`src/hw/rtl/csd_pkg.sv`:
```
// Shared types, widths and constants for the degree sine/cosine pipeline.
// Holds the arctangent table (degrees, 20 fractional bits) and the gain.
// No dependencies.
`timescale 1ns / 1ps
`default_nettype none

package csd_pkg;

    // Defaults for the top-level parameters
    localparam int ITERATIONS_DEF      = 16;
    localparam int ANGLE_FRAC_BITS_DEF = 16;

    localparam int ANGLE_W   = 32;  // input angle width
    localparam int IFRAC     = 20;  // internal fractional bits
    localparam int TABLE_LEN = 24;  // arctangent table entries
    localparam int IDX_W     = 5;   // table index width
    localparam int ANG_W     = 29;  // internal angle width, holds 360 deg in Q20
    localparam int XY_W      = 23;  // vector component width, signed
    localparam int GAIN_W    = 21;  // inverse gain width, signed
    localparam int PROD_W    = XY_W + GAIN_W;
    localparam int ROUND_SH  = 2 * IFRAC - 16;
    localparam int MAG_W     = 17;  // magnitude of a Q1.16 unit value
    localparam int RAW_W     = 18;
    localparam int HUN_W     = 8;
    localparam int HUN_PW    = MAG_W + 7;

    localparam logic signed [GAIN_W-1:0] GAIN_Q20  = GAIN_W'(636751);
    localparam logic [MAG_W-1:0]         ONE_Q16   = MAG_W'(65536);
    localparam logic [PROD_W-1:0]        ROUND_HALF = PROD_W'(1) << (ROUND_SH - 1);
    localparam logic [6:0]               HUN_SCALE = 7'd100;
    localparam logic [HUN_PW-1:0]        HUN_HALF  = HUN_PW'(32768);

    localparam logic [ANG_W-1:0] DEG90_Q20  = ANG_W'(90)  << IFRAC;
    localparam logic [ANG_W-1:0] DEG180_Q20 = ANG_W'(180) << IFRAC;
    localparam logic [ANG_W-1:0] DEG270_Q20 = ANG_W'(270) << IFRAC;
    localparam logic [ANG_W-1:0] DEG360_Q20 = ANG_W'(360) << IFRAC;

    typedef struct packed {
        logic neg_sin;
        logic neg_cos;
    } quad_flags_t;

    // atan(2^-i) in degrees, Q20
    function automatic logic [ANG_W-1:0] atan_q20(input logic [IDX_W-1:0] idx);
        logic [ANG_W-1:0] val;
        case (idx)
            5'd0:    val = ANG_W'(47185920);
            5'd1:    val = ANG_W'(27855475);
            5'd2:    val = ANG_W'(14718068);
            5'd3:    val = ANG_W'(7471121);
            5'd4:    val = ANG_W'(3750058);
            5'd5:    val = ANG_W'(1876857);
            5'd6:    val = ANG_W'(938658);
            5'd7:    val = ANG_W'(469357);
            5'd8:    val = ANG_W'(234682);
            5'd9:    val = ANG_W'(117342);
            5'd10:   val = ANG_W'(58671);
            5'd11:   val = ANG_W'(29335);
            5'd12:   val = ANG_W'(14668);
            5'd13:   val = ANG_W'(7334);
            5'd14:   val = ANG_W'(3667);
            5'd15:   val = ANG_W'(1833);
            5'd16:   val = ANG_W'(917);
            5'd17:   val = ANG_W'(458);
            5'd18:   val = ANG_W'(229);
            5'd19:   val = ANG_W'(115);
            5'd20:   val = ANG_W'(57);
            5'd21:   val = ANG_W'(29);
            5'd22:   val = ANG_W'(14);
            5'd23:   val = ANG_W'(7);
            default: val = '0;
        endcase
        return val;
    endfunction

endpackage

`default_nettype wire

```
`src/hw/rtl/csd_mod_cell.sv`:
```
// One step of the modulo-360 reduction: conditional subtract of a fixed
// multiple of the period, with a valid/ready register stage.
// No package dependencies.
`timescale 1ns / 1ps
`default_nettype none

module csd_mod_cell #(
    parameter int            U_W = 33,
    parameter logic [U_W-1:0] SUB = '0
) (
    input  wire logic           clk,
    input  wire logic           rst_n,
    input  wire logic           in_valid,
    input  wire logic [U_W-1:0] in_u,
    output logic                in_ready,
    output logic                out_valid,
    output logic [U_W-1:0]      out_u,
    input  wire logic           out_ready
);

    logic           valid_reg;
    logic           valid_next;
    logic [U_W-1:0] u_reg;
    logic [U_W-1:0] u_next;

    assign in_ready   = !valid_reg || out_ready;
    assign valid_next = in_ready ? in_valid : valid_reg;
    assign u_next     = (in_u >= SUB) ? in_u - SUB : in_u;

    always_ff @(posedge clk or negedge rst_n)
    begin
        if (!rst_n)
        begin
            valid_reg <= 1'b0;
        end
        else
        begin
            valid_reg <= valid_next;
        end
    end

    always_ff @(posedge clk)
    begin
        if (in_ready)
        begin
            u_reg <= u_next;
        end
    end

    assign out_valid = valid_reg;
    assign out_u     = u_reg;

endmodule

`default_nettype wire

```
`src/hw/rtl/csd_rot_cell.sv`:
```
// One CORDIC rotation stage in degrees: shift-add on x/y, angle update
// from the arctangent table. Depends on csd_pkg.
`timescale 1ns / 1ps
`default_nettype none

module csd_rot_cell #(
    parameter int STAGE = 0
) (
    input  wire logic                              clk,
    input  wire logic                              rst_n,
    input  wire logic                              in_valid,
    input  wire logic signed [csd_pkg::XY_W-1:0]   in_x,
    input  wire logic signed [csd_pkg::XY_W-1:0]   in_y,
    input  wire logic signed [csd_pkg::ANG_W-1:0]  in_z,
    input  wire csd_pkg::quad_flags_t              in_flags,
    output logic                                   in_ready,
    output logic                                   out_valid,
    output logic signed [csd_pkg::XY_W-1:0]        out_x,
    output logic signed [csd_pkg::XY_W-1:0]        out_y,
    output logic signed [csd_pkg::ANG_W-1:0]       out_z,
    output csd_pkg::quad_flags_t                   out_flags,
    input  wire logic                              out_ready
);

    localparam logic signed [csd_pkg::ANG_W-1:0] ATAN =
        csd_pkg::atan_q20(csd_pkg::IDX_W'(STAGE));

    logic                               valid_reg;
    logic                               valid_next;
    logic signed [csd_pkg::XY_W-1:0]    x_reg;
    logic signed [csd_pkg::XY_W-1:0]    x_next;
    logic signed [csd_pkg::XY_W-1:0]    y_reg;
    logic signed [csd_pkg::XY_W-1:0]    y_next;
    logic signed [csd_pkg::ANG_W-1:0]   z_reg;
    logic signed [csd_pkg::ANG_W-1:0]   z_next;
    csd_pkg::quad_flags_t               flags_reg;
    logic signed [csd_pkg::XY_W-1:0]    dx;
    logic signed [csd_pkg::XY_W-1:0]    dy;

    assign in_ready   = !valid_reg || out_ready;
    assign valid_next = in_ready ? in_valid : valid_reg;

    // floor shifts
    assign dx = in_y >>> STAGE;
    assign dy = in_x >>> STAGE;

    always_comb
    begin
        if (!in_z[csd_pkg::ANG_W-1])
        begin
            x_next = in_x - dx;
            y_next = in_y + dy;
            z_next = in_z - ATAN;
        end
        else
        begin
            x_next = in_x + dx;
            y_next = in_y - dy;
            z_next = in_z + ATAN;
        end
    end

    always_ff @(posedge clk or negedge rst_n)
    begin
        if (!rst_n)
        begin
            valid_reg <= 1'b0;
        end
        else
        begin
            valid_reg <= valid_next;
        end
    end

    always_ff @(posedge clk)
    begin
        if (in_ready)
        begin
            x_reg     <= x_next;
            y_reg     <= y_next;
            z_reg     <= z_next;
            flags_reg <= in_flags;
        end
    end

    assign out_valid = valid_reg;
    assign out_x     = x_reg;
    assign out_y     = y_reg;
    assign out_z     = z_reg;
    assign out_flags = flags_reg;

endmodule

`default_nettype wire

```
`src/hw/rtl/csd_scale_unit.sv`:
```
// Gain scaling, rounding, quadrant sign fix, saturation and the
// hundredths conversion, three register stages. Depends on csd_pkg.
`timescale 1ns / 1ps
`default_nettype none

module csd_scale_unit (
    input  wire logic                             clk,
    input  wire logic                             rst_n,
    input  wire logic                             in_valid,
    input  wire logic signed [csd_pkg::XY_W-1:0]  in_x,
    input  wire logic signed [csd_pkg::XY_W-1:0]  in_y,
    input  wire csd_pkg::quad_flags_t             in_flags,
    output logic                                  in_ready,
    output logic                                  out_valid,
    output logic signed [csd_pkg::RAW_W-1:0]      sine_raw,
    output logic signed [csd_pkg::RAW_W-1:0]      cosine_raw,
    output logic signed [csd_pkg::HUN_W-1:0]      sine_hundredths,
    output logic signed [csd_pkg::HUN_W-1:0]      cosine_hundredths,
    input  wire logic                             out_ready
);

    // rounded magnitude, half away from zero, clamped to 1.0
    function automatic logic [csd_pkg::MAG_W-1:0] round_clamp(
        input logic signed [csd_pkg::PROD_W-1:0] p
    );
        logic [csd_pkg::PROD_W-1:0] m;
        logic [csd_pkg::PROD_W-1:0] r;
        m = p[csd_pkg::PROD_W-1] ? csd_pkg::PROD_W'(-p) : csd_pkg::PROD_W'(p);
        r = (m + csd_pkg::ROUND_HALF) >> csd_pkg::ROUND_SH;
        return (r > csd_pkg::PROD_W'(csd_pkg::ONE_Q16)) ? csd_pkg::ONE_Q16
                                                         : csd_pkg::MAG_W'(r);
    endfunction

    function automatic logic [csd_pkg::HUN_W-1:0] to_hundredths(
        input logic [csd_pkg::MAG_W-1:0] mag
    );
        logic [csd_pkg::HUN_PW-1:0] prod;
        prod = csd_pkg::HUN_PW'(mag) * csd_pkg::HUN_PW'(csd_pkg::HUN_SCALE);
        return csd_pkg::HUN_W'((prod + csd_pkg::HUN_HALF) >> 16);
    endfunction

    // stage A: multiply by inverse gain
    logic                                a_valid_reg;
    logic                                a_valid_next;
    logic signed [csd_pkg::PROD_W-1:0]   a_px_reg;
    logic signed [csd_pkg::PROD_W-1:0]   a_px_next;
    logic signed [csd_pkg::PROD_W-1:0]   a_py_reg;
    logic signed [csd_pkg::PROD_W-1:0]   a_py_next;
    csd_pkg::quad_flags_t                a_flags_reg;
    logic                                a_ready;

    // stage B: round, clamp, resolve sign
    logic                                b_valid_reg;
    logic                                b_valid_next;
    logic [csd_pkg::MAG_W-1:0]           b_mag_s_reg;
    logic [csd_pkg::MAG_W-1:0]           b_mag_s_next;
    logic [csd_pkg::MAG_W-1:0]           b_mag_c_reg;
    logic [csd_pkg::MAG_W-1:0]           b_mag_c_next;
    logic                                b_neg_s_reg;
    logic                                b_neg_s_next;
    logic                                b_neg_c_reg;
    logic                                b_neg_c_next;
    logic                                b_ready;

    // stage C: output register
    logic                                c_valid_reg;
    logic                                c_valid_next;
    logic signed [csd_pkg::RAW_W-1:0]    c_sin_reg;
    logic signed [csd_pkg::RAW_W-1:0]    c_sin_next;
    logic signed [csd_pkg::RAW_W-1:0]    c_cos_reg;
    logic signed [csd_pkg::RAW_W-1:0]    c_cos_next;
    logic signed [csd_pkg::HUN_W-1:0]    c_sin_h_reg;
    logic signed [csd_pkg::HUN_W-1:0]    c_sin_h_next;
    logic signed [csd_pkg::HUN_W-1:0]    c_cos_h_reg;
    logic signed [csd_pkg::HUN_W-1:0]    c_cos_h_next;
    logic                                c_ready;
    logic [csd_pkg::HUN_W-1:0]           h_s;
    logic [csd_pkg::HUN_W-1:0]           h_c;

    assign c_ready  = !c_valid_reg || out_ready;
    assign b_ready  = !b_valid_reg || c_ready;
    assign a_ready  = !a_valid_reg || b_ready;
    assign in_ready = a_ready;

    assign a_valid_next = a_ready ? in_valid    : a_valid_reg;
    assign b_valid_next = b_ready ? a_valid_reg : b_valid_reg;
    assign c_valid_next = c_ready ? b_valid_reg : c_valid_reg;

    assign a_px_next = csd_pkg::PROD_W'(in_x) * csd_pkg::PROD_W'(csd_pkg::GAIN_Q20);
    assign a_py_next = csd_pkg::PROD_W'(in_y) * csd_pkg::PROD_W'(csd_pkg::GAIN_Q20);

    // negating before the clamp equals clamping before negating
    assign b_mag_s_next = round_clamp(a_py_reg);
    assign b_mag_c_next = round_clamp(a_px_reg);
    assign b_neg_s_next = a_py_reg[csd_pkg::PROD_W-1] ^ a_flags_reg.neg_sin;
    assign b_neg_c_next = a_px_reg[csd_pkg::PROD_W-1] ^ a_flags_reg.neg_cos;

    assign h_s = to_hundredths(b_mag_s_reg);
    assign h_c = to_hundredths(b_mag_c_reg);

    assign c_sin_next   = b_neg_s_reg ? -csd_pkg::RAW_W'(b_mag_s_reg)
                                      :  csd_pkg::RAW_W'(b_mag_s_reg);
    assign c_cos_next   = b_neg_c_reg ? -csd_pkg::RAW_W'(b_mag_c_reg)
                                      :  csd_pkg::RAW_W'(b_mag_c_reg);
    assign c_sin_h_next = b_neg_s_reg ? -h_s : h_s;
    assign c_cos_h_next = b_neg_c_reg ? -h_c : h_c;

    always_ff @(posedge clk or negedge rst_n)
    begin
        if (!rst_n)
        begin
            a_valid_reg <= 1'b0;
            b_valid_reg <= 1'b0;
            c_valid_reg <= 1'b0;
        end
        else
        begin
            a_valid_reg <= a_valid_next;
            b_valid_reg <= b_valid_next;
            c_valid_reg <= c_valid_next;
        end
    end

    always_ff @(posedge clk)
    begin
        if (a_ready)
        begin
            a_px_reg    <= a_px_next;
            a_py_reg    <= a_py_next;
            a_flags_reg <= in_flags;
        end
        if (b_ready)
        begin
            b_mag_s_reg <= b_mag_s_next;
            b_mag_c_reg <= b_mag_c_next;
            b_neg_s_reg <= b_neg_s_next;
            b_neg_c_reg <= b_neg_c_next;
        end
        if (c_ready)
        begin
            c_sin_reg   <= c_sin_next;
            c_cos_reg   <= c_cos_next;
            c_sin_h_reg <= c_sin_h_next;
            c_cos_h_reg <= c_cos_h_next;
        end
    end

    assign out_valid         = c_valid_reg;
    assign sine_raw          = c_sin_reg;
    assign cosine_raw        = c_cos_reg;
    assign sine_hundredths   = c_sin_h_reg;
    assign cosine_hundredths = c_cos_h_reg;

endmodule

`default_nettype wire

```
`src/hw/rtl/cordic_sine_cosine_degrees.sv`:
```
// Top level: degree sine/cosine by CORDIC rotation, fully pipelined.
// Depends on csd_pkg, csd_mod_cell, csd_rot_cell, csd_scale_unit.
//
//   channel   handshake               payload
//   angle     angle_valid/angle_stall angle_deg (s32, Q15.16)
//   result    result_valid/result_stall sine_raw, cosine_raw (s18, Q1.16),
//                                     sine_hundredths, cosine_hundredths (s8)
//
// One request per cycle while angle_stall is low. The stages are the input register,
// one compare-subtract cell per power-of-two period multiple, the fold stage,
// one cell per rotation and three scale stages.
// Every stage holds its own valid bit, so bubbles collapse under a stall;
// angle_stall rises only when every stage up to the output is full.
// Reset clears all valid bits; no clearing pass.
`timescale 1ns / 1ps
`default_nettype none

module cordic_sine_cosine_degrees #(
    parameter int ITERATIONS      = csd_pkg::ITERATIONS_DEF,
    parameter int ANGLE_FRAC_BITS = csd_pkg::ANGLE_FRAC_BITS_DEF
) (
    input  wire logic                                clk,
    input  wire logic                                rst_n,
    input  wire logic                                angle_valid,
    output logic                                     angle_stall,
    input  wire logic signed [csd_pkg::ANGLE_W-1:0]  angle_deg,
    output logic                                     result_valid,
    input  wire logic                                result_stall,
    output logic signed [csd_pkg::RAW_W-1:0]         sine_raw,
    output logic signed [csd_pkg::RAW_W-1:0]         cosine_raw,
    output logic signed [csd_pkg::HUN_W-1:0]         sine_hundredths,
    output logic signed [csd_pkg::HUN_W-1:0]         cosine_hundredths
);

    localparam longint unsigned PERIOD = 64'd360 << ANGLE_FRAC_BITS;
    // smallest period multiple that makes any input angle non-negative
    localparam longint unsigned OFFSET =
        ((64'd1 << 31) + PERIOD - 64'd1) / PERIOD * PERIOD;
    localparam longint unsigned U_MAX = OFFSET + (64'd1 << 31) - 64'd1;
    localparam int U_W        = $clog2(U_MAX + 64'd1);
    localparam int MOD_STEPS  = $clog2(U_MAX / PERIOD + 64'd1);
    localparam int ROT_STAGES = (ITERATIONS < csd_pkg::TABLE_LEN) ? ITERATIONS
                                                                  : csd_pkg::TABLE_LEN;

    // input register
    logic           in_valid_reg;
    logic           in_valid_next;
    logic [U_W-1:0] in_u_reg;
    logic [U_W-1:0] in_u_next;
    logic           in_ready;

    logic           mod_v   [MOD_STEPS+1];
    logic           mod_rdy [MOD_STEPS+1];
    logic [U_W-1:0] mod_u   [MOD_STEPS+1];

    // fold stage
    logic                               fold_valid_reg;
    logic                               fold_valid_next;
    logic signed [csd_pkg::ANG_W-1:0]   fold_z_reg;
    logic signed [csd_pkg::ANG_W-1:0]   fold_z_next;
    csd_pkg::quad_flags_t               fold_flags_reg;
    csd_pkg::quad_flags_t               fold_flags_next;
    logic                               fold_ready;
    logic [csd_pkg::ANG_W-1:0]          r20;

    logic                               rot_v     [ROT_STAGES+1];
    logic                               rot_rdy   [ROT_STAGES+1];
    logic signed [csd_pkg::XY_W-1:0]    rot_x     [ROT_STAGES+1];
    logic signed [csd_pkg::XY_W-1:0]    rot_y     [ROT_STAGES+1];
    logic signed [csd_pkg::ANG_W-1:0]   rot_z     [ROT_STAGES+1];
    csd_pkg::quad_flags_t               rot_flags [ROT_STAGES+1];

    // ---------------- input register ----------------
    assign in_ready      = !in_valid_reg || mod_rdy[0];
    assign angle_stall   = !in_ready;
    assign in_valid_next = in_ready ? angle_valid : in_valid_reg;
    assign in_u_next     = U_W'(angle_deg) + U_W'(OFFSET);

    always_ff @(posedge clk or negedge rst_n)
    begin
        if (!rst_n)
        begin
            in_valid_reg   <= 1'b0;
            fold_valid_reg <= 1'b0;
        end
        else
        begin
            in_valid_reg   <= in_valid_next;
            fold_valid_reg <= fold_valid_next;
        end
    end

    always_ff @(posedge clk)
    begin
        if (in_ready)
        begin
            in_u_reg <= in_u_next;
        end
        if (fold_ready)
        begin
            fold_z_reg     <= fold_z_next;
            fold_flags_reg <= fold_flags_next;
        end
    end

    assign mod_v[0] = in_valid_reg;
    assign mod_u[0] = in_u_reg;

    // ---------------- modulo reduction chain ----------------
    for (genvar k = 0; k < MOD_STEPS; k++)
    begin : g_mod
        localparam longint unsigned SUB_K = PERIOD << (MOD_STEPS - 1 - k);

        csd_mod_cell #(
            .U_W (U_W),
            .SUB (U_W'(SUB_K))
        ) u_cell (
            .clk       (clk),
            .rst_n     (rst_n),
            .in_valid  (mod_v[k]),
            .in_u      (mod_u[k]),
            .in_ready  (mod_rdy[k]),
            .out_valid (mod_v[k+1]),
            .out_u     (mod_u[k+1]),
            .out_ready (mod_rdy[k+1])
        );
    end

    // ---------------- fold into first quadrant ----------------
    assign mod_rdy[MOD_STEPS] = fold_ready;
    assign fold_ready         = !fold_valid_reg || rot_rdy[0];
    assign fold_valid_next    = fold_ready ? mod_v[MOD_STEPS] : fold_valid_reg;

    if (ANGLE_FRAC_BITS <= csd_pkg::IFRAC)
    begin : g_widen
        assign r20 = csd_pkg::ANG_W'(mod_u[MOD_STEPS])
                     << (csd_pkg::IFRAC - ANGLE_FRAC_BITS);
    end
    else
    begin : g_narrow
        // drop fraction bits below Q20 (floor)
        assign r20 = csd_pkg::ANG_W'(mod_u[MOD_STEPS]
                     >> (ANGLE_FRAC_BITS - csd_pkg::IFRAC));
    end

    always_comb
    begin
        fold_flags_next = '0;
        if (r20 > csd_pkg::DEG270_Q20)
        begin
            fold_z_next             = csd_pkg::DEG360_Q20 - r20;
            fold_flags_next.neg_sin = 1'b1;
        end
        else if (r20 > csd_pkg::DEG180_Q20)
        begin
            fold_z_next             = r20 - csd_pkg::DEG180_Q20;
            fold_flags_next.neg_sin = 1'b1;
            fold_flags_next.neg_cos = 1'b1;
        end
        else if (r20 > csd_pkg::DEG90_Q20)
        begin
            fold_z_next             = csd_pkg::DEG180_Q20 - r20;
            fold_flags_next.neg_cos = 1'b1;
        end
        else
        begin
            fold_z_next = r20;
        end
    end

    assign rot_v[0]     = fold_valid_reg;
    assign rot_x[0]     = csd_pkg::XY_W'(1) << csd_pkg::IFRAC;
    assign rot_y[0]     = '0;
    assign rot_z[0]     = fold_z_reg;
    assign rot_flags[0] = fold_flags_reg;

    // ---------------- rotation chain ----------------
    for (genvar i = 0; i < ROT_STAGES; i++)
    begin : g_rot
        csd_rot_cell #(
            .STAGE (i)
        ) u_cell (
            .clk       (clk),
            .rst_n     (rst_n),
            .in_valid  (rot_v[i]),
            .in_x      (rot_x[i]),
            .in_y      (rot_y[i]),
            .in_z      (rot_z[i]),
            .in_flags  (rot_flags[i]),
            .in_ready  (rot_rdy[i]),
            .out_valid (rot_v[i+1]),
            .out_x     (rot_x[i+1]),
            .out_y     (rot_y[i+1]),
            .out_z     (rot_z[i+1]),
            .out_flags (rot_flags[i+1]),
            .out_ready (rot_rdy[i+1])
        );
    end

    // ---------------- scaling and output ----------------
    csd_scale_unit u_scale (
        .clk               (clk),
        .rst_n             (rst_n),
        .in_valid          (rot_v[ROT_STAGES]),
        .in_x              (rot_x[ROT_STAGES]),
        .in_y              (rot_y[ROT_STAGES]),
        .in_flags          (rot_flags[ROT_STAGES]),
        .in_ready          (rot_rdy[ROT_STAGES]),
        .out_valid         (result_valid),
        .sine_raw          (sine_raw),
        .cosine_raw        (cosine_raw),
        .sine_hundredths   (sine_hundredths),
        .cosine_hundredths (cosine_hundredths),
        .out_ready         (!result_stall)
    );

    // ---------------- assertions ----------------
    // input backs up only when the whole chain is full and the output is held
    a_stall_full: assert property (@(posedge clk) disable iff (!rst_n)
        angle_stall |-> (result_valid && result_stall))
        else $error("angle_stall without a held result");

    // folded angle always lands in [0, 90] degrees
    a_fold_range: assert property (@(posedge clk) disable iff (!rst_n)
        fold_valid_reg |-> (!fold_z_reg[csd_pkg::ANG_W-1]
                            && fold_z_reg <= $signed(csd_pkg::DEG90_Q20)))
        else $error("folded angle out of first quadrant");

    a_sin_sat: assert property (@(posedge clk) disable iff (!rst_n)
        result_valid |-> (sine_raw <= 18'sd65536 && sine_raw >= -18'sd65536
                          && cosine_raw <= 18'sd65536 && cosine_raw >= -18'sd65536))
        else $error("raw output beyond unit range");

    // hundredths are never negative while the raw value is non-negative
    a_hun_sign: assert property (@(posedge clk) disable iff (!rst_n)
        result_valid |-> ((sine_raw[csd_pkg::RAW_W-1] || !sine_hundredths[csd_pkg::HUN_W-1])
                          && (cosine_raw[csd_pkg::RAW_W-1]
                              || !cosine_hundredths[csd_pkg::HUN_W-1])))
        else $error("hundredths sign mismatch");

endmodule

`default_nettype wire

```
`config.mk`:
```
export PLATFORM = sky130hd
export DESIGN_NAME = cordic_sine_cosine_degrees
export DESIGN_NICKNAME = d
export VERILOG_FILES = /design/src/hw/rtl/csd_pkg.sv /design/src/hw/rtl/csd_mod_cell.sv /design/src/hw/rtl/csd_rot_cell.sv /design/src/hw/rtl/csd_scale_unit.sv /design/src/hw/rtl/cordic_sine_cosine_degrees.sv
export SDC_FILE = /design/constraint.sdc
export NUM_CORES = 2
export LEC_CHECK = 0
export ABC_AREA = 1
export BUFFER_PORTS_ARGS = -buffer_cell sky130_fd_sc_hd__buf_2
export CAP_MARGIN = 30
export CORE_MARGIN = 4
export CORE_UTILIZATION = 40
export CTS_CLUSTER_SIZE = 40
export DETAILED_ROUTE_END_ITERATION = 7
export GPL_TIMING_DRIVEN = 0
export RECOVER_POWER = 100
export SYNTH_ARGS = -nofsm -noshare
export SYNTH_HDL_FRONTEND = slang
export SYNTH_SLANG_ARGS = --single-unit
```
`constraint.sdc`:
```
create_clock -name clk -period 26 [get_ports clk]
set_input_delay 0 -clock clk [delete_from_list [all_inputs] [get_ports clk]]
set_output_delay 0 -clock clk [all_outputs]
set_load 0.005 [all_outputs]
```
==> out/metrics.yaml <==
max_freq_ghz: 0.07086
cts_inserted_buffers: 176
r2r-start: "u_scale.out_valid$_DFFE_PN0P_"
clock_skew_ns: 0.08782
grt_overflow_total: 0
nNetsFinal: 14710
synth_common_cells: "1941 x inv_1, 1741 x nand2_1, 1464 x ha_1"
layout-drive-gt1-share_pct: 3.386
grt_max_degree: 77
maxCapViolCount: 26
yosysTopAreaCellShare_pct: 36.91
rrSetupSlack_ns: 12.26
netlist_area_um2: 119000
seq_area_frac_synth_pct: 37.52
dr.pass1.iters: 5
stdcell_count: 16760
critPathMaxFanout: 54
dieWidth_um: 553.5
synthCells: 12290
dieArea_um2: 306300
largest_reg_flops: 388
syn_to_final_growth_pct: 10.16
post-route-period-util_pct: 54.28
portBuffers: 89
start_util_pct: 40.14
final_antenna_net_count: 0
drt_drc_violations_left: 0
hold_viol_final: 0
synthDistinctLibCells: 65
crit_path_end_kind: "output pin"
dpl.cell_count: 16360
clock_sinks: 1492
root_buffer: "clkbuf_16"
dp_hpwl_mm: 206.4
synth_flop_cell: "edfxtp_1"
cts_max_level: 4
core_area_um2: 296500
synth_warnings: 0
final_max_slew_viol_count: 1095
ys_ff_latch: 1492
antenna_found_initial: 2
num_rows: 200
critPathRequiredTime_ns: 26.00
outcome: "complete, but fails checks"
synth_area_leaders: "edfxtp_1 37%, ha_1 15%, fa_1 9.0%, xor2_1 7.1%, inv_1 6.1%"
synth.net_count: 14330
num_vias: 82190
grt_pass1_wl_mm: 420.8
fin_tns_setup_ns: 0
synth_most_common_cell: "inv_1"
cp-start-kind: "flop"
crit_type: "flop to output pin"
synth_enable_flop_cells: 1463
synth-compound-area-share_pct: 9.650
clk_latency_ns: 0.89
critPathLaunch: "u_scale.out_valid$_DFFE_PN0P_"
synth_fa_ha_area_share_pct: 24.36
worstPathArrival_ns: 14.11
synthMuxAreaShare_pct: 0
cts_setup_buffers: 0
io_pins: 90
endpoint: "angle_stall"
async_flop_share_pct: 1.944
failed_checks: "capacitance limit, slew limit"
rr_worst_depth: 18
grt_usage_pct: 16.62
rsz0062_at_grt: "false"
via_per_inst: 4.904
synth_top_family_by_area: "adder cells"
hold_buffers: 76
r2r_end: "g_mod[0].u_cell.out_u[31]$_DFFE_PP_"
yosysTopAreaCell: "edfxtp_1"
cts_tree: "done"
synth_area_per_cell_um2: 9.681
synthXorXnorAreaFrac_pct: 10.36
yosys.area_share.simple_pct: 11.70
grt_pass1_vias: 81460
path_clk_slew_ns: 0.06
setup_viol: 0
tightestPinTransition_ns: 4.041
routedWlPerCell_um: 15.28
max_slew_margin_pct: -169.4
wirelength_mm: 256.1
cts.repair.resized: 0
die_h_um: 553.5
finalCriticalPeriod_ns: 14.11
gpl.final_weighted_congestion: 0.8707
dr.first_iter.drc_count: 4775
min_path_type: "input port to asynchronous set/reset pin"
clk_path_buf_depth: 4
[metrics by stage]
step                hold slack, ns  util [%]  setup WS (ns)  area, µm²
floorplan                  -0.2956         -          13.50     119000
global placement            0.1765     41.95          7.869     124400
detailed placement         -0.1416     42.25          17.56     125300
CTS                       0.005114     44.50          17.22     132000
global route               0.07214     44.21          9.833     131100
finish                     0.07622     44.21          11.89     131100
[final cells by class]
class,count,area (µm²)
Tap cell,3939,4928
Fill cell,28480,165400
Inverter,1951,7330
Sequential cell,1492,44660
Timing Repair Buffer,201,1375
Antenna cell,1,2.502
Clock inverter,107,1255
Buffer,73,282.8
Multi-Input combinational cell,8778,66620
Clock buffer,217,4659
[placed cells by master, fill, tap and decap left out, drive strengths merged, types with 436 or more instances in the layout]
master     n
edfxtp  1463
nor2     716
a21oi   1165
fa       533
xnor2    436
xor2     965
ha      1464
nand2   1758
o21ai    597
inv     1954
[layer usage]
layer	up-vias	track usage [%]	share of wire (%)
met5	-	0	0
met4	0	3.610	2.3
met3	321	1.894	3.3
met2	1110	29.79	49
met1	38420	21.51	45
li1	42330	-	-
[worst min path at each step]
stage	from	to	cells past startpoint	slack (ns)
after floorplan	rst_n	fold_valid_reg$_DFFE_PN0P_	0	-0.30
after global placement	angle_deg[11]	in_u_reg[11]$_DFFE_PP_	1	0.18
after detailed placement	rst_n	g_mod[0].u_cell.out_valid$_DFFE_PN0P_	1	-0.14
after CTS	angle_deg[26]	in_u_reg[26]$_DFFE_PP_	4	0.005
after global routing	rst_n	in_valid_reg$_DFFE_PN0P_	3	0.07
final	rst_n	in_valid_reg$_DFFE_PN0P_	3	0.08
[critical path, cell delays in order (launching register included)]
cell	delay (ns)
dfrtp_1	0.34
nand2_1	1.48
nor2_1	0.63
nand4_1	0.43
clkbuf_1	0.41
clkbuf_1	0.44
nor2_1	0.33
nand4_1	1.30
nor2_1	0.74
nand4_1	1.41
nor2_1	0.59
nand4_1	0.63
clkbuf_1	0.48
nor2_1	0.27
nand4_1	1.06
nor2_1	0.60
nand4_1	0.41
nor2_1	0.36
nand4_1	0.24
clkbuf_1	0.70
inv_1	0.21
clkbuf_1	0.13
[logic make-up after synthesis]
family,count (synthesis)
xor+xnor,1401
fa+ha+maj,1997
simple gates,3264
buf+inv,2024
compound gates,2116
flops,1492
Power is not shown: default switching activity piles up to over one toggle a cycle in this logic, so the estimate is an artifact.
